[src/mlbp_pkg.sv]
`timescale 1ns / 1ps
// shared types and constants of the multi-block lbp core
// no dependencies

package mlbp_pkg;

  localparam int CRD_W = 12;  // signed rectangle coordinate width
  localparam int DIM_W = 9;   // rectangle side width (2x scale reaches 510)

  localparam logic [1:0] MODE_LOAD   = 2'd0;
  localparam logic [1:0] MODE_SINGLE = 2'd1;
  localparam logic [1:0] MODE_MULTI  = 2'd2;
  localparam logic [1:0] MODE_NONE   = 2'd3;

  localparam logic [1:0] REG_IMAGE_WIDTH  = 2'd0;
  localparam logic [1:0] REG_IMAGE_HEIGHT = 2'd1;

  // clockwise cell order from top-left: column and row of each outer cell
  localparam logic [1:0] ORD_I [8] = '{2'd0, 2'd1, 2'd2, 2'd2, 2'd2, 2'd1, 2'd0, 2'd0};
  localparam logic [1:0] ORD_J [8] = '{2'd0, 2'd0, 2'd0, 2'd1, 2'd2, 2'd2, 2'd2, 2'd1};

  typedef struct packed {
    logic signed [CRD_W-1:0] x;
    logic signed [CRD_W-1:0] y;
    logic [DIM_W-1:0]        w;
    logic [DIM_W-1:0]        h;
  } rect_t;

  // one queued job: a pixel load or up to three rectangles
  typedef struct packed {
    logic [1:0] mode;
    logic [7:0] pixel;
    rect_t      r0;
    rect_t      r1;
    rect_t      r2;
  } job_t;

  // floor(v / 3) for an 8-bit value by reciprocal multiply
  function automatic logic [7:0] div3(input logic [7:0] v);
    logic [15:0] m;
    m = 16'(v) * 16'd171;
    return {1'b0, m[15:9]};
  endfunction

endpackage

[src/mlbp_front.sv]
`timescale 1ns / 1ps
// front end: accepts items, drops unused modes, derives scaled rectangles
// depends on mlbp_pkg

module mlbp_front (
  input  logic                in_valid,
  output logic                in_stall,
  input  logic [1:0]          mode,
  input  logic [7:0]          pixel,
  input  logic signed [7:0]   rect_x,
  input  logic signed [7:0]   rect_y,
  input  logic [7:0]          rect_w,
  input  logic [7:0]          rect_h,
  input  logic                q_full,
  output logic                q_push,
  output mlbp_pkg::job_t      q_job
);
  import mlbp_pkg::*;

  logic [7:0] wq, hq, wa, ha, d, e;
  logic [1:0] wr, hr;
  logic signed [CRD_W-1:0] x0, y0;

  function automatic logic [7:0] grow(input logic [7:0] v);
    if (v[0]) return {1'b0, v[7:1]};
    if (v == 8'd0) return 8'd2;
    return {1'b0, v[7:1]} + 8'd1;
  endfunction

  always_comb begin
    x0 = CRD_W'(rect_x);
    y0 = CRD_W'(rect_y);
    wq = div3(rect_w);
    hq = div3(rect_h);
    wr = 2'(rect_w - 8'(wq * 8'd3));
    hr = 2'(rect_h - 8'(hq * 8'd3));
    // size adjust to a multiple of three
    unique case (wr)
      2'd1:    wa = rect_w - 8'd1;
      2'd2:    wa = rect_w + 8'd1;
      default: wa = rect_w;
    endcase
    unique case (hr)
      2'd1:    ha = rect_h - 8'd1;
      2'd2:    ha = rect_h + 8'd1;
      default: ha = rect_h;
    endcase
    d = grow(wa);
    e = grow(ha);

    q_job.mode  = mode;
    q_job.pixel = pixel;
    q_job.r0.x  = x0;
    q_job.r0.y  = y0;
    q_job.r0.w  = DIM_W'(rect_w);
    q_job.r0.h  = DIM_W'(rect_h);
    q_job.r1.x  = x0 - CRD_W'(d[7:1]) - CRD_W'(1);
    q_job.r1.y  = y0 - CRD_W'(e[7:1]) - CRD_W'(1);
    q_job.r1.w  = DIM_W'(wa) + DIM_W'(d);
    q_job.r1.h  = DIM_W'(ha) + DIM_W'(e);
    q_job.r2.x  = x0 - CRD_W'(d);
    q_job.r2.y  = y0 - CRD_W'(e);
    q_job.r2.w  = {wa, 1'b0};
    q_job.r2.h  = {ha, 1'b0};
    if (mode == MODE_MULTI) begin
      q_job.r0.w = DIM_W'(wa);
      q_job.r0.h = DIM_W'(ha);
    end
  end

  assign in_stall = q_full;
  assign q_push   = in_valid && !q_full && (mode != MODE_NONE);

endmodule

[config.mk]
export PLATFORM = sky130hd
export DESIGN_NAME = mlbp_front
export DESIGN_NICKNAME = d
export VERILOG_FILES = /design/src/mlbp_pkg.sv /design/src/mlbp_front.sv
export SDC_FILE = /design/constraint.sdc
export NUM_CORES = 1
export LEC_CHECK = 0
export ABC_AREA = 1
export BUFFER_PORTS_ARGS = -buffer_cell sky130_fd_sc_hd__buf_2
export CORE_MARGIN = 8
export CORE_UTILIZATION = 35
export DETAILED_ROUTE_END_ITERATION = 10
export PLACE_DENSITY = 0.65
export SYNTH_ARGS = -nofsm -noshare
export SYNTH_HDL_FRONTEND = slang
export SYNTH_SLANG_ARGS = --single-unit
[constraint.sdc]
create_clock -name vclk -period 22.2
set_clock_uncertainty 0.2 [all_clocks]
set_input_delay 5.55 -clock vclk [all_inputs]
set_output_delay 5.55 -clock vclk [all_outputs]
set_load 0.01 [all_outputs]
# Yosys cells after proc, flatten, opt, wreduce, memory -nomap -nowiden

Cells that the tools add are included.
Widths: inputs -> output; s select.

Multiply operators: 4
Bitwise operators: 0
Equal/unequal tests: 6
Reductions and logical operators: 5
Order comparisons: 0
$add $sub $neg: 16
Shift operators: 0
Divide/modulo/power cells: 0
Muxes and demuxes: 17

Operators by type and width:

| kind                 | number |
|---|---|
| $mux 8               | 8 |
| $mul 8x8->16 const B | 2 |
| $pmux 8 s2           | 2 |
| $sub 8x9->10         | 2 |
| $sub 9x2->10 const B | 2 |
| $add 8x8->9          | 2 |
| $sub 8x8->9          | 2 |
| $mux 17              | 1 |
| $add 7x1->8 const B  | 2 |
| $add 8x1->8 const B  | 2 |
| $logic_not 8->1      | 2 |
| $sub 8x1->8 const B  | 2 |
| $mul 7x2->2 const B  | 2 |
| $eq 2x2->1 const B   | 3 |
| $mux 1               | 6 |
| $eq 2x1->1 const B   | 2 |
| $sub 2x2->2          | 2 |
| $logic_and 1x1->1    | 2 |
| $ne 2x2->1 const B   | 1 |
| $logic_not 1->1      | 1 |

Bits of input ports: 44
Output and inout port bits: 138
Bits in read-only memories: 0
Memories: 0
Latch bits: 0
Register bits after elaboration: 0
Logic and storage cells: 48
Memory bits (writable): 0

# Depth between registers and ports, before layout

Word-level depth: 12
Mapped depth: 51
Gate-level depth less buffers: 51

# Worst setup path after synthesis

OpenSTA, ideal clock, no wires.

Path type: input to output
Start: in rect_h[1]
End: out q_job[28] in the netlist's numbering
Buffers on the path: 1
Arrival: 12.948 ns
Slack: 3.502 ns
Data required time: 16.450 ns
Stages on the path: 42
Cells stage by stage: ha_1 > fa_1 > fa_1 > inv_1 > fa_1 > inv_1 > ha_1 > a21oi_1 > o21a_1 > nand3b_1 > nand2_1 > inv_1 > ha_1 > inv_1 > ha_1 > xnor2_1 > ha_1 > inv_1 > [6 not listed] > inv_1 > nor4_1 > nand3_1 > nor3_1 > inv_1 > a31oi_1 > inv_1 > ha_1 > nand2_1 > o21ai_0 > a21oi_1 > o21bai_1 > nand2_1 > nand3_1 > nand3_1 > nand2_1 > nand2_1 > buf_4

RTL lines:

| item        | line             | text |
|---|---|---|
| from (decl) | mlbp_front.sv:13 | `input logic [7:0] rect_h,` |
| to (decl)   | mlbp_front.sv:16 | `output mlbp_pkg::job_t q_job` |

==> flow_metrics.env <==
export IMPL_status="complete, no violations"
export IMPL_setup_viol_count_final=0
export IMPL_place_ws_ns=2.424
export IMPL_setup_tns_final_ns=0
export IMPL_worstSetupPathType="in2out"
export IMPL_first_pass_iters=5
export IMPL_yosys_area_top_type="ha_1"
export IMPL_die_area_um2=19700
export IMPL_post_dp_hpwl_mm=13.33
export IMPL_drive_gt1_share_pct=20.88
export IMPL_num_rows=45
export IMPL_cpPeakStageDelay_ns=0.52
export IMPL_hold_class="in2out"
export IMPL_wl_per_cell_um=12.98
export IMPL_vias=5324
export IMPL_synthCells=839
export IMPL_grt_first_pass_wirelength_mm=24.20
export IMPL_critPathBufInv=11
export IMPL_yosysMostFrequentCell="nand2_1"
export IMPL_cp_required_ns=16.45
export IMPL_grt_overflow=0
export IMPL_drtIter0Drc=212
export IMPL_synth_common_cells="nand2_1 (181), inv_1 (169), ha_1 (109), a21oi_1 (47), buf_4 (47)"
export IMPL_synth_xor_area_share_pct=9.064
export IMPL_layout_setup_ws_ns=2.399
export IMPL_synth_top_area_share_pct=25.20
export IMPL_start_kind="primary input"
export IMPL_synthAdderAreaFrac_pct=34.82
export IMPL_netlist_area_um2=5411
export IMPL_yosys_area_share_simple_pct=25.41
export IMPL_grt_use_total_pct=14.28
export IMPL_synth_area_leaders="ha_1 (25%), nand2_1 (13%), inv_1 (12%), fa_1 (9.6%), buf_4 (6.5%)"
export IMPL_yosysSeqAreaShare_pct=0
export IMPL_use_met3_pct=2.345
export IMPL_synth_cell_type_count=41
export IMPL_clock_buffers=0
export IMPL_muxShareOfSynthArea_pct=0
export IMPL_diodes=0
export IMPL_die_h_um=140.3
export IMPL_boundaryPins=182
export IMPL_drc=0
export IMPL_post_route_period_util_pct=89.19
export IMPL_critical_path_top_delay_family="adder cells"
export IMPL_vias_per_cell=4.666
export IMPL_routed_wl_mm=14.81
export IMPL_use_met1_pct=18.36
export IMPL_hold_buffers=0
export IMPL_hold_viol=0
export IMPL_cp_common_cell="inv_1"
export IMPL_routabilityCongestion=0.8674
export IMPL_nFillCells=1626
export IMPL_grt_busiest_layer="met2"
export IMPL_drv_cap=0
export IMPL_slew_headroom_pct=53.40
export IMPL_cts_resized_gates=0
export IMPL_multi_input_area_um2=4389
export IMPL_antenna_found_initial=0
export IMPL_crit_arrival_ns=14.05
export IMPL_first_global_vias=5018
export IMPL_final_antenna_net_count=0
export IMPL_final_seq_area_um2=0
export IMPL_crit_start="rect_h[1]"
export IMPL_worstPathMaxFanout=11
export IMPL_flops_and_latches=0
export IMPL_slew_violations=0
export IMPL_fmax_mhz=50.50
export IMPL_grtUsageMet2_pct=25.56
export IMPL_ys_warn_count=0
export IMPL_nNetsFinal=1134
export IMPL_worst_path_max_delay_cell="fa_1"
export IMPL_worstSetupEndpointType="output pin"
export IMPL_area_growth_syn_to_layout_pct=12.65
export IMPL_fp_coreArea_um2=15150
export IMPL_synth_top_family_by_area="adder cells"
export IMPL_tightest_slew_ns=0.6991
export IMPL_avgSynthCellArea_um2=6.450
export IMPL_die_w_um=140.3
export IMPL_start_util_pct=35.73
export IMPL_grt_start_max_net_pins=19
export IMPL_synth_compound_area_share_pct=11.54
export IMPL_fin_crit_ns=19.80
export IMPL_port_buffers=162
export IMPL_postCtsSetupBuffers=0
export IMPL_rsz0062_at_grt="no"
export IMPL_hold_start="pixel[3]"
kinds of logic after synthesis:
kind of cell / after synthesis
XOR/XNOR: 56
adder cells (fa/ha/maj): 135
AO/OA/AOI/OAI: 114
buffers and inverters: 226
other: 1
AND/OR/NAND/NOR: 307
layout by cell type (no fill, tap or decap), types with 4 or more instances in the layout:
master     n
nand2_2   11
ha_1     109
o21ai_1    6
a21oi_1   47
fa_1      26
conb_1     4
or2_2      4
nand3_1   42
xnor2_1   20
nor2_1    41
o21ai_0   41
nand3_2    9
a31oi_1    4
inv_1    169
nand2_1  181
nand4_1    5
xor2_1    36
buf_2    162
through the flow:
stage	instance area (um2)	hold WS [ns]	utilization [%]	cells
6_report	6096	10.90	40.25	1141
3_3_place_gp	6096	10.90	40.25	1141
3_5_place_dp	6096	10.90	40.25	1141
2_1_floorplan	5423	10.95	-	842
4_1_cts	6096	10.90	40.25	1141
5_1_grt	6096	10.90	40.25	1141
path summary, 6_finish.rpt:
check,to,slack [ns],cells past startpoint
worst max-delay path,q_job[25],2.40,42
worst min-delay path,q_job[129],10.90,0
cell type report:
cell class,count,area share (%)
Tap cell,188,3.859
Timing Repair Buffer,163,13.42
Multi-Input combinational cell,616,72.00
Inverter,174,10.71
metal layers:
metal	vias to the layer above	share of wire, %
met4	0	0.43
met1	2348	46
met2	141	46
met3	4	7.1
met5	-	0
li1	2831	-
Power is not shown: default switching activity piles up to over one toggle a cycle in this logic, so the estimate is an artifact.
