## src/mlbp_pkg.sv

```systemverilog
`timescale 1ns / 1ps
// shared types and constants of the multi-block lbp core
// no dependencies

package mlbp_pkg;

  localparam int CRD_W = 12;  // signed rectangle coordinate width
  localparam int DIM_W = 9;   // rectangle side width (2x scale reaches 510)

  localparam logic [1:0] MODE_LOAD   = 2'd0;
  localparam logic [1:0] MODE_SINGLE = 2'd1;
  localparam logic [1:0] MODE_MULTI  = 2'd2;
  localparam logic [1:0] MODE_NONE   = 2'd3;

  localparam logic [1:0] REG_IMAGE_WIDTH  = 2'd0;
  localparam logic [1:0] REG_IMAGE_HEIGHT = 2'd1;

  // clockwise cell order from top-left: column and row of each outer cell
  localparam logic [1:0] ORD_I [8] = '{2'd0, 2'd1, 2'd2, 2'd2, 2'd2, 2'd1, 2'd0, 2'd0};
  localparam logic [1:0] ORD_J [8] = '{2'd0, 2'd0, 2'd0, 2'd1, 2'd2, 2'd2, 2'd2, 2'd1};

  typedef struct packed {
    logic signed [CRD_W-1:0] x;
    logic signed [CRD_W-1:0] y;
    logic [DIM_W-1:0]        w;
    logic [DIM_W-1:0]        h;
  } rect_t;

  // one queued job: a pixel load or up to three rectangles
  typedef struct packed {
    logic [1:0] mode;
    logic [7:0] pixel;
    rect_t      r0;
    rect_t      r1;
    rect_t      r2;
  } job_t;

  // floor(v / 3) for an 8-bit value by reciprocal multiply
  function automatic logic [7:0] div3(input logic [7:0] v);
    logic [15:0] m;
    m = 16'(v) * 16'd171;
    return {1'b0, m[15:9]};
  endfunction

endpackage

```

## src/mlbp_fifo.sv

```systemverilog
`timescale 1ns / 1ps
// short job queue between front end and back end
// depends on mlbp_pkg

module mlbp_fifo (
  input  logic            clk,
  input  logic            rst,
  input  logic            push,
  input  mlbp_pkg::job_t  push_job,
  output logic            full,
  input  logic            pop,
  output logic            not_empty,
  output mlbp_pkg::job_t  head
);
  import mlbp_pkg::*;

  localparam int DEPTH = 4;
  localparam int PW    = $clog2(DEPTH);

  job_t          slots [DEPTH];
  logic [PW-1:0] wr_ptr, rd_ptr;
  logic [PW:0]   count;

  assign full      = (count == (PW+1)'(DEPTH));
  assign not_empty = (count != '0);
  assign head      = slots[rd_ptr];

  always_ff @(posedge clk) begin
    if (push) begin
      slots[wr_ptr] <= push_job;
    end
  end

  always_ff @(posedge clk) begin
    if (rst) begin
      wr_ptr <= '0;
      rd_ptr <= '0;
      count  <= '0;
    end else begin
      if (push) wr_ptr <= wr_ptr + PW'(1);
      if (pop) rd_ptr <= rd_ptr + PW'(1);
      if (push && !pop) count <= count + (PW+1)'(1);
      else if (pop && !push) count <= count - (PW+1)'(1);
    end
  end

endmodule

```

## config.mk

```make
export PLATFORM = sky130hd
export DESIGN_NAME = mlbp_fifo
export DESIGN_NICKNAME = d
export VERILOG_FILES = /design/src/mlbp_pkg.sv /design/src/mlbp_fifo.sv
export SDC_FILE = /design/constraint.sdc
export NUM_CORES = 1
export LEC_CHECK = 0
export ABC_CLOCK_PERIOD_IN_PS = 12550
export BUFFER_PORTS_ARGS = -buffer_cell sky130_fd_sc_hd__clkbuf_2
export CAP_MARGIN = 20
export CELL_PAD_IN_SITES_DETAIL_PLACEMENT = 0
export CELL_PAD_IN_SITES_GLOBAL_PLACEMENT = 1
export CORE_AREA = 2 2 204 206
export CTS_CLUSTER_DIAMETER = 80
export DETAILED_ROUTE_END_ITERATION = 8
export DIE_AREA = 0 0 206 208
export GPL_TIMING_DRIVEN = 0
export HOLD_SLACK_MARGIN = 0.15
export PLACE_DENSITY = 0.78
export SETUP_SLACK_MARGIN = 0.15
export SLEW_MARGIN = 0
export SYNTH_ARGS = -nofsm -noshare
export SYNTH_HDL_FRONTEND = slang
export SYNTH_SLANG_ARGS = --single-unit
```

## constraint.sdc

```tcl
create_clock -name clk -period 12.55 [get_ports clk]
set_input_delay 1.8825 -clock clk [delete_from_list [all_inputs] [get_ports clk]]
set_output_delay 1.8825 -clock clk [all_outputs]
set_load 0.02 [all_outputs]
```

* Word-level counts from Yosys, hierarchy flattened
Memories as Yosys holds them, arrays and structs flattened. A register that Yosys moved wholly into a read port is not among the register bits. Cells that the tools add are included.
Cells by class: shift-type cells 0, bitwise gates (word level) 0, mux-type cells 6, $add $sub $neg 4, reductions and logical operators 6, magnitude comparators 0, multipliers 0, eq/ne operators 1, div/mod/pow operators 0
Operators with widths (count):
- $mux 3 | 2
- $add 2x1->2 const B | 2
- $mux 2 | 2
- $add 3x1->3 const B | 1
- $eq 3x3->1 const B | 1
- $reduce_bool 3->1 | 1
- $sub 3x1->3 const B | 1
- $logic_and 1x1->1 | 2
- $logic_not 1->1 | 2
- $mux 1 | 2
- $reduce_bool 2->1 | 1
Word-level totals: word-level logic and storage cells 21, memory bits (read-only) 0, input bits 140, register bits 7, memories kept 1, output and inout port bits 138, RAM bits 544, bits in latches 0
Memories:
- slots | words 4, bits a word 136, rd ports 1, clocked after memory_dff 1, wr ports 1, line mlbp_fifo.sv:20 | job_t slots [DEPTH];

* Longest topological paths before layout
Gate-level depths: netlist (run 1).
depth in word-level cells 4, depth in mapped cells 7, mapped depth without buffers 7

* Worst setup path before layout (run 1)
OpenSTA, ideal clock, no wires.
path kind input -> register, from input port push, to memory slots[0][0] (netlist name) (enable), setup slack 7045 ps, data required time 12039 ps, cell stages on the path 1, data arrival time 4994 ps, path through and2_1
On the way: word-level cells in the longest chain between the ends 2
Ends and longest elaborated chain:
- start, declared | line mlbp_fifo.sv:8 | input logic push,
- $mux 1 | line mlbp_fifo.sv:29 | if (push) begin
- $mux 1 (implied by the code) | line mlbp_fifo.sv:30 | slots[wr_ptr] <= push_job;
- end, declared | line mlbp_fifo.sv:20
No other way between the ends.

==> flow_summary.ini, run 1 <==
[sta]
tns_ns = 0
period_share_pct = 34.4
hold_violations = 0
rsz0062_at_grt = no
slew_headroom_pct = 46.0
period_needed_ns = 4.32
worst_pin_slew_ns = 0.810
clock_skew_ns = 0.0104
setup_violations = 0
drv_slew = 0
timing.fmax_mhz = 231

[power]
p_per_area_mw_per_mm2 = 172
p_comb_share_pct = 11.0
finalPower_mw = 4.11
p_leak_nw = 8.13
p_switching_mw = 0.932
max-vdd-ir-drop_mv = 0.170
pwr-share-seq_pct = 52.1
pwr-share-clk_pct = 37.0
switching_share_pct = 22.7
p_int_mw = 3.18

[grt]
grt_max_degree = 57
grt_usage_pct = 17.7
grt-ovfl-total = 0
grt_pass1_vias = 9428
grt_pass1_wl_um = 56500
antenna_found_initial = 2

[clocking]
clock_latency_ns = 0.59
cts-root-buf = clkbuf_16
h-tree-depth = 2
cts_setup_buffers = 0
cts-resized-gates = 0
clk_path_buf_depth = 3
clkSlewWorstSetupHoldPaths_ns = 0.06
cts.sinks = 553
cts_tree = done
cts_hold_buf = 0
numCtsBuffers = 53

[yosys]
syn-num-nets = 900
ys_warn_count = 0
synth_area_leaders = edfxtp_1, mux4_2, dfxtp_1
yosysTopAreaCellShare_pct = 81.6
syn_inst = 754
synth-seq-cells = 553
netlist_area_sq_mm = 0.0200
synth_largest_area_cell = edfxtp_1
synth_area_per_cell_sq_um = 26.5
yosysUniqueCellTypes = 20
seq_area_frac_synth_pct = 82.5

[worst_setup_path]
cp.required_ns = 10.67
start_kind = register
rr_worst_depth = 4
critPathMaxFanout = 10
arrival_ns = 2.44
end_kind = output pin
reg2reg_to = slots[3][97]
reg2reg_slack_ns = 10.34
criticalPathCategory = register to output pin
reg2reg_from = wr_ptr[0]

[placement]
gp_congestion = 0.706
dp_hpwl_um = 23300
io_buffers = 276

[min_path]
hold_path_depth = 2
hold_start = count[2]
hold_class = register to register
worstHoldEndpoint = count[2]

[routing]
post_drt_wl_per_cell_um = 22.5
viasPerCell = 5.39
vias = 8984
dr.pass1.iters = 4
postRouteAntennaNets = 0
drtIter0Drc = 532
drc = 0
drt_wl_total_um = 37400

[job]
drv_cap = 0

[final_layout]
layout.nets = 1239
drive_above_1_share_pct = 45.9
finalCoreUtilization_pct = 59.1
syn_to_final_growth_pct = 19.7

[floorplanning]
coreArea_sq_mm = 0.0406
die_y_um = 208
io_pins = 278
die_width_um = 206
start_util_pct = 49.4
rows = 74
fp.dieArea_sq_mm = 0.0428

[status]
outcome = complete, no violations
==> power groups by stage <==
stage,clock (mW),sequential (mW),combinational [mW]
floorplan,0,2.19,0.284
global placement,0,2.20,0.444
detailed placement,0,2.18,0.460
CTS,1.56,2.14,0.461
global route,1.62,2.15,0.484
finish,1.52,2.14,0.450
==> kinds of logic after synthesis <==
| family | Yosys count | share of synthesized area, % |
|---|---|---|
| buf+inv | 35 | 1.03 |
| simple gates | 15 | 0.375 |
| mux | 138 | 15.4 |
| flops | 553 | 82.5 |
| compound gates | 2 | 0.0500 |
| fa+ha+maj | 6 | 0.413 |
| xor+xnor | 5 | 0.219 |
==> routing by layer <==
layer | up-vias | GRT usage, % | part of all wire [%]
met1 | 4698 | 23.4 | 40
met5 | - | 0 | 0
met3 | 49 | 5.76 | 8.4
met2 | 275 | 28.1 | 49
met4 | 0 | 5.64 | 2.1
li1 | 3962 | - | -
==> Yosys cell counts <==
cell / instances
mux4_2: 136
edfxtp_1: 544
clkbuf_1: 7
a21oi_1: 1
nor2_1: 7
o21ai_0: 1
inv_1: 4
xor2_1: 3
buf_2: 15
and2_1: 4
mux2i_1: 2
buf_6: 6
or3_1: 2
ha_1: 5
dfxtp_1: 9
buf_4: 3
nand2_1: 1
nor3b_1: 1
fa_1: 1
xnor2_1: 2
==> worst max path at each step <==
| stage | slack (ns) | depth (start not counted) | start | to |
|---|---|---|---|---|
| 2_1_floorplan | 7.05 | 1 | push | slots[0][0] |
| 3_3_place_gp | 4.19 | 2 | push | slots[1][94] |
| 3_5_place_dp | 8.69 | 4 | push | slots[3][94] |
| 4_1_cts | 8.13 | 5 | register | head[83] |
| 5_1_grt | 8.10 | 5 | register | head[116] |
| 6_report | 8.23 | 5 | register | head[115] |
==> registers in the layout, summed over array words and instances, names as in the netlist, named ones only <==
signal / flops
count: 3
rd_ptr: 2
slots: 544
wr_ptr: 2
==> worst max-delay path, cell delays in order (launching register included) <==
cell,delay [ns]
dfxtp_1,0.30
buf_2,0.32
buf_2,0.34
buf_2,0.35
mux4_2,0.37
clkbuf_2,0.17
==> area by class of cell <==
type | count | area [sq um]
timing repair buffer | 284 | 1600
antenna | 3 | 7.51
multi-input combinational | 166 | 3300
tap | 532 | 666
clock buffer | 64 | 1370
fill | 2886 | 16600
buffer | 31 | 191
clock inverter | 30 | 288
sequential | 553 | 16500
inverter | 4 | 15.0
==> cell usage in the layout, fill, tap and decap left out, types with 6 or more instances in the layout <==
cell | Yosys | layout
buf_6 | 6 | 6
nor2_1 | 7 | 7
clkbuf_2 | 0 | 276
mux4_2 | 136 | 136
buf_16 | 0 | 8
clkinv_2 | 0 | 7
clkbuf_16 | 0 | 53
edfxtp_1 | 544 | 544
dfxtp_1 | 9 | 9
buf_2 | 15 | 15
clkinv_1 | 0 | 11
clkbuf_1 | 7 | 18
==> stage by stage <==
step                hold slack, ns  worst slack, ns  instance area [sq um]  std cells
floorplan                    0.461             7.05                  20000        754
global placement             0.481             4.19                  22100       1562
detailed placement           0.489             8.69                  22300       1570
CTS                          0.497             8.13                  23900       1664
global route                 0.558             8.10                  23900       1664
finish                       0.497             8.23                  24000       1667
No activity file was read; power rests on OpenSTA's default activity.
==> run 2, diff against run 1 <==
--- a/config.mk
+++ b/config.mk
@@ -5,18 +5,19 @@
 export SDC_FILE = /design/constraint.sdc
 export NUM_CORES = 1
 export LEC_CHECK = 0
-export ABC_CLOCK_PERIOD_IN_PS = 12550
+export ABC_AREA = 1
+export ABC_CLOCK_PERIOD_IN_PS = 3460
 export BUFFER_PORTS_ARGS = -buffer_cell sky130_fd_sc_hd__clkbuf_2
 export CAP_MARGIN = 20
 export CELL_PAD_IN_SITES_DETAIL_PLACEMENT = 0
 export CELL_PAD_IN_SITES_GLOBAL_PLACEMENT = 1
-export CORE_AREA = 2 2 204 206
+export CORE_AREA = 2 2 222 224
 export CTS_CLUSTER_DIAMETER = 80
 export DETAILED_ROUTE_END_ITERATION = 8
-export DIE_AREA = 0 0 206 208
+export DIE_AREA = 0 0 224 226
 export GPL_TIMING_DRIVEN = 0
 export HOLD_SLACK_MARGIN = 0.15
-export PLACE_DENSITY = 0.78
+export PLACE_DENSITY = 0.75
 export SETUP_SLACK_MARGIN = 0.15
 export SLEW_MARGIN = 0
 export SYNTH_ARGS = -nofsm -noshare
==> constraint.sdc (replaced) <==
create_clock -name clk -period 3.46 [get_ports clk]
set_input_delay 0.519 -clock clk [delete_from_list [all_inputs] [get_ports clk]]
set_output_delay 0.519 -clock clk [all_outputs]
set_load 0.02 [all_outputs]
==> flow_summary.ini, run 2 <==
[status]
outcome = complete, no violations

[worst_setup_path]
cp.required_ns = 2.94
end_kind = output pin
reg2reg_from = wr_ptr[1]
rr_worst_depth = 6
arrival_ns = 2.66
start_kind = register
criticalPathCategory = register to output pin
reg2reg_slack_ns = 1.14
critPathMaxFanout = 10
reg2reg_to = slots[1][68]

[routing]
dr.pass1.iters = 5
postRouteAntennaNets = 0
post_drt_wl_per_cell_um = 20.4
drt_wl_total_um = 51500
viasPerCell = 5.27
drtIter0Drc = 1050
vias = 13300
drc = 0

[min_path]
hold_start = pop
worstHoldEndpoint = rd_ptr[0]
hold_class = input port to register
hold_path_depth = 4

[power]
pwr-share-clk_pct = 37.0
p_leak_nw = 9.20
p_int_mw = 11.4
p_per_area_mw_per_mm2 = 577
p_switching_mw = 3.63
switching_share_pct = 24.1
pwr-share-seq_pct = 51.3
finalPower_mw = 15.0
max-vdd-ir-drop_mv = 0.391
p_comb_share_pct = 11.7

[final_layout]
layout.nets = 2008
final_cell_mix = edfxtp_1, nor2_1, clkbuf_2
regMostFlops = slots
diodes = 0
fin_cells = 2529
largest_reg_flops = 544
syn_to_final_growth_pct = 27.2
reg_top3 = slots: 544 flops, count: 3 flops
drive_above_1_share_pct = 21.1
final_common_cell = edfxtp_1

[yosys]
synth_largest_area_cell = edfxtp_1
yosysTopAreaCellShare_pct = 79.8
yosysUniqueCellTypes = 20
syn-num-nets = 1520
synthTopCellsByCount = edfxtp_1, nor2_1, o21ai_0, o22ai_1, clkbuf_1
synth-seq-cells = 553
syn_inst = 1374
synthArstFlopShare_pct = 0
synth-edff-count = 544
yosysMostFrequentCell = edfxtp_1
ys_warn_count = 0
synth_area_leaders = edfxtp_1, o21ai_0, nor2_1
seq_area_frac_synth_pct = 80.7
synth_area_per_cell_sq_um = 14.9
netlist_area_sq_mm = 0.0205
synthFlopType = edfxtp_1

[clocking]
cts_tree = done
cts-root-buf = clkbuf_16
numCtsBuffers = 56
clock_latency_ns = 0.60
clk_path_buf_depth = 3
clkSlewWorstSetupHoldPaths_ns = 0.06
h-tree-depth = 2
cts.sinks = 553

[floorplanning]
die_y_um = 226
rows = 81
fp.dieArea_sq_mm = 0.0506
start_util_pct = 42.3
io_pins = 278
coreArea_sq_mm = 0.0483
die_width_um = 224

[placement]
io_buffers = 277
gp_congestion = 0.753
dp_hpwl_um = 31500
placedCellCount = 2289

[sta]
timing.fmax_mhz = 315
period_needed_ns = 3.18
worst_pin_slew_ns = 0.761
clock_skew_ns = 0.0189
setup_violations = 0
drv_slew = 0
period_share_pct = 91.9
hold_violations = 0
slew_headroom_pct = 49.2
rsz0062_at_grt = yes

[grt]
met2_usage_pct = 34.4
grt_max_degree = 35
grt-ovfl-total = 0
grt_usage_pct = 20.1
grtUsageMet1_pct = 26.0
antenna_found_initial = 2
grt-busiest-layer = met2
grt_pass1_vias = 13500
grt_pass1_wl_um = 77100
grtUsageMet3_pct = 4.44

[job]
drv_cap = 0
==> run 2: cell count changes after synthesis, sizes merged, moves of 9 or more <==
cell    delta
o21ai    +276
nor2     +272
mux4     -136
o22ai    +136
clkbuf    +51
inv       +13
nand2      +9
==> run 2: worst max path at each step <==
stage | to | slack [ns]
after floorplan | slots[0][0] | 0.37
after global placement | slots[3][87] | -1.65
after detailed placement | head[103] | 0.90
after CTS | head[103] | 0.24
after global routing | head[93] | 0.15
final | head[95] | 0.28
==> run 2: cells by family (layout without fill, tap and decap cells) <==
kind of cell	Yosys count	count (layout)	share of synthesized area [%]
compound gates	416	416	11.0
xor+xnor	1	1	0.0428
fa+ha+maj	6	6	0.403
buf+inv	106	639	2.49
flops	553	553	80.7
simple gates	292	292	5.38
==> run 2: timing repair <==
item,in CTS,in global routing
resized for setup,0,2
hold endpoints to repair,545,0
hold buffers,137,0
setup buffers,0,0
endpoints found under the setup margin,0,3
==> run 2: area by class of cell <==
class	instances	area [sq um]
plain buffers	89	447
fillers	3900	22300
well taps	622	778
clock buffers	79	1550
flip-flops and latches	553	16500
multi-input cells	715	3440
clock inverters	24	145
repair buffers	430	3090
inverters	17	78.8
==> run 2: routing by layer <==
metal	share of wire (%)	routed length [um]	up-vias
met4	2.2	1110	4
met2	50	25700	405
met1	42	21700	6660
met3	5.8	3010	82
li1	-	-	6184
met5	0.054	28	-
==> run 2: critical path: stages (launching register included) <==
cell	delay [ns]
dfxtp_1	0.31
inv_2	0.31
buf_2	0.36
buf_1	0.43
o21ai_0	0.18
o22ai_1	0.24
clkbuf_2	0.22
==> run 2: metrics by stage <==
step	worst slack (ns)	setup TNS, ns	util (%)	area, sq um	hold WS [ns]
after floorplan	0.367	0	-	20500	0.412
after global placement	-1.65	-862.33	46.9	22700	0.428
after detailed placement	0.902	0	47.5	23000	0.448
after CTS	0.242	0	53.9	26000	0.253
after global routing	0.147	0	53.9	26000	0.308
final	0.281	0	53.9	26000	0.293
==> run 2: power by group through the flow <==
| stage | registers, mW | logic (mW) | clock network [mW] |
|---|---|---|---|
| floorplan | 7.87 | 0.890 | 0 |
| global placement | 7.90 | 1.57 | 0 |
| detailed placement | 7.86 | 1.64 | 0 |
| CTS | 7.72 | 1.77 | 5.66 |
| global route | 7.74 | 1.91 | 5.91 |
| finish | 7.72 | 1.76 | 5.56 |
==> run 3, diff against run 2 <==
--- a/config.mk
+++ b/config.mk
@@ -6,18 +6,19 @@
 export NUM_CORES = 1
 export LEC_CHECK = 0
 export ABC_AREA = 1
-export ABC_CLOCK_PERIOD_IN_PS = 3460
+export ABC_CLOCK_PERIOD_IN_PS = 3700
 export BUFFER_PORTS_ARGS = -buffer_cell sky130_fd_sc_hd__clkbuf_2
 export CAP_MARGIN = 20
 export CELL_PAD_IN_SITES_DETAIL_PLACEMENT = 0
 export CELL_PAD_IN_SITES_GLOBAL_PLACEMENT = 1
-export CORE_AREA = 2 2 222 224
+export CORE_AREA = 2 2 206 208
+export CTS_BUF_LIST = sky130_fd_sc_hd__clkbuf_8 sky130_fd_sc_hd__clkbuf_16
 export CTS_CLUSTER_DIAMETER = 80
 export DETAILED_ROUTE_END_ITERATION = 8
-export DIE_AREA = 0 0 224 226
+export DIE_AREA = 0 0 208 210
 export GPL_TIMING_DRIVEN = 0
 export HOLD_SLACK_MARGIN = 0.15
-export PLACE_DENSITY = 0.75
+export PLACE_DENSITY = 0.82
 export SETUP_SLACK_MARGIN = 0.15
 export SLEW_MARGIN = 0
 export SYNTH_ARGS = -nofsm -noshare
==> constraint.sdc (replaced) <==
create_clock -name clk -period 3.7 [get_ports clk]
set_input_delay 0.555 -clock clk [delete_from_list [all_inputs] [get_ports clk]]
set_output_delay 0.555 -clock clk [all_outputs]
set_load 0.02 [all_outputs]
==> flow_summary.ini, run 3 (synthesis results as in run 2) <==
[worst_setup_path]
cp.required_ns = 3.14
rr_worst_depth = 6
path_cells = inv_2 -> buf_2 -> clkbuf_1 -> o21ai_0 -> o22ai_1 -> clkbuf_2
arrival_ns = 2.65
critical-path-top-delay-family = buffers and inverters
cp_slowest_cell = clkbuf_1
criticalPathCategory = register to output pin
start_kind = register
cpPeakStageDelay_ns = 0.41
end_kind = output pin
path_depth = 6
critPathMaxFanout = 10
path_buf_inv = 4

[power]
switching_share_pct = 24.4
pwr-share-clk_pct = 36.7
p_comb_share_pct = 11.2
p_per_area_mw_per_mm2 = 555
pwr-share-seq_pct = 52.2
p_switching_mw = 3.37
finalPower_mw = 13.8
p_int_mw = 10.5
p_leak_nw = 8.79
max-vdd-ir-drop_mv = 0.457

[floorplanning]
die_width_um = 208
die_y_um = 210
rows = 75
io_pins = 278
coreArea_sq_mm = 0.0415
start_util_pct = 49.4
fp.dieArea_sq_mm = 0.0437

[placement]
postPlaceCellArea_sq_mm = 0.0229
dp_hpwl_um = 30800
gp_congestion = 0.739
dp_slack_ns = 1.11
io_buffers = 277

[sta]
rsz0062_at_grt = no
hold_ws_ns = 0.178
period_share_pct = 86.7
clock_skew_ns = 0.0174
drv_slew = 0
worst_slack_ns = 0.492
slew_headroom_pct = 59.0
setup_violations = 0
timing.fmax_mhz = 312
worst_pin_slew_ns = 0.616
hold_violations = 0
period_needed_ns = 3.21

[routing]
viasPerCell = 5.52
dr.pass1.iters = 5
drc = 0
drt_wl_total_um = 49800
vias = 13000
post_drt_wl_per_cell_um = 21.2
postRouteAntennaNets = 0
drtIter0Drc = 896

[clocking]
clkSlewWorstSetupHoldPaths_ns = 0.06
numCtsBuffers = 54
cts_setup_buffers = 0
cts-resized-gates = 0
clock_latency_ns = 0.60
clk_path_buf_depth = 3
cts_tree = done
cts_hold_buf = 36
cts-root-buf = clkbuf_16
cts.sinks = 553
h-tree-depth = 2

[grt]
grt_usage_pct = 22.6
antenna_found_initial = 3
grt-ovfl-total = 0
grt_max_degree = 35
grt_pass1_wl_um = 74900
grt_pass1_vias = 13000

[final_layout]
num-fill-cells = 3157
design_area_sq_mm = 0.0249
syn_to_final_growth_pct = 21.8
final_common_cell = edfxtp_1
reg_top3 = slots: 544 flops, count: 3 flops
final_cell_mix = edfxtp_1, nor2_1, clkbuf_2
multiInputGateArea_sq_mm = 0.00344
drive_above_1_share_pct = 22.7
largest_reg_flops = 544
ff_latch_area_sq_mm = 0.0165
layout.nets = 1906
regMostFlops = slots
finalCoreUtilization_pct = 60.1

[status]
outcome = complete, no violations

[job]
drv_cap = 0

[min_path]
hold_path_depth = 1
hold_class = input port to register
## run 3: worst paths after layout
check / startpoint / endpoint / slack (ns)
hold reg to reg: rd_ptr[1] / rd_ptr[1] / 0.46
setup reg to reg: wr_ptr[0] / slots[0][78] / 1.56
hold / removal: push_job[32] / slots[1][32] / 0.18
setup / recovery: register / head[92] / 0.49
## run 3: cell type report
| class | count | area share, % |
|---|---|---|
| Clock buffer | 57 | 5.72 |
| Inverter | 17 | 0.316 |
| Antenna cell | 3 | 0.0301 |
| Clock inverter | 44 | 0.954 |
| Tap cell | 539 | 2.71 |
| Sequential cell | 553 | 66.3 |
| Multi-Input combinational cell | 715 | 13.8 |
| Buffer | 89 | 1.79 |
| Timing Repair Buffer | 330 | 8.40 |
## run 3: stage by stage
stage          std cells  setup TNS, ns
5_1_grt             2346              0
3_5_place_dp        2207              0
6_report            2347              0
2_1_floorplan       1374              0
4_1_cts             2344              0
3_3_place_gp        2190        -698.95
## run 3: power groups by stage
stage	logic, mW	clock network [mW]	registers (mW)
floorplan	0.833	0	7.36
global placement	1.45	0	7.38
detailed placement	1.52	0	7.35
CTS	1.56	5.16	7.22
global route	1.67	5.42	7.23
finish	1.54	5.07	7.22
## run 3: metal layers
| layer | vias up | GRT usage [%] | routed length [um] |
|---|---|---|---|
| li1 | 5991 | - | - |
| met1 | 6360 | 29.4 | 19800 |
| met2 | 525 | 37.1 | 24300 |
| met3 | 78 | 5.74 | 4480 |
| met4 | 0 | 7.90 | 1250 |
| met5 | - | 0 | 0 |
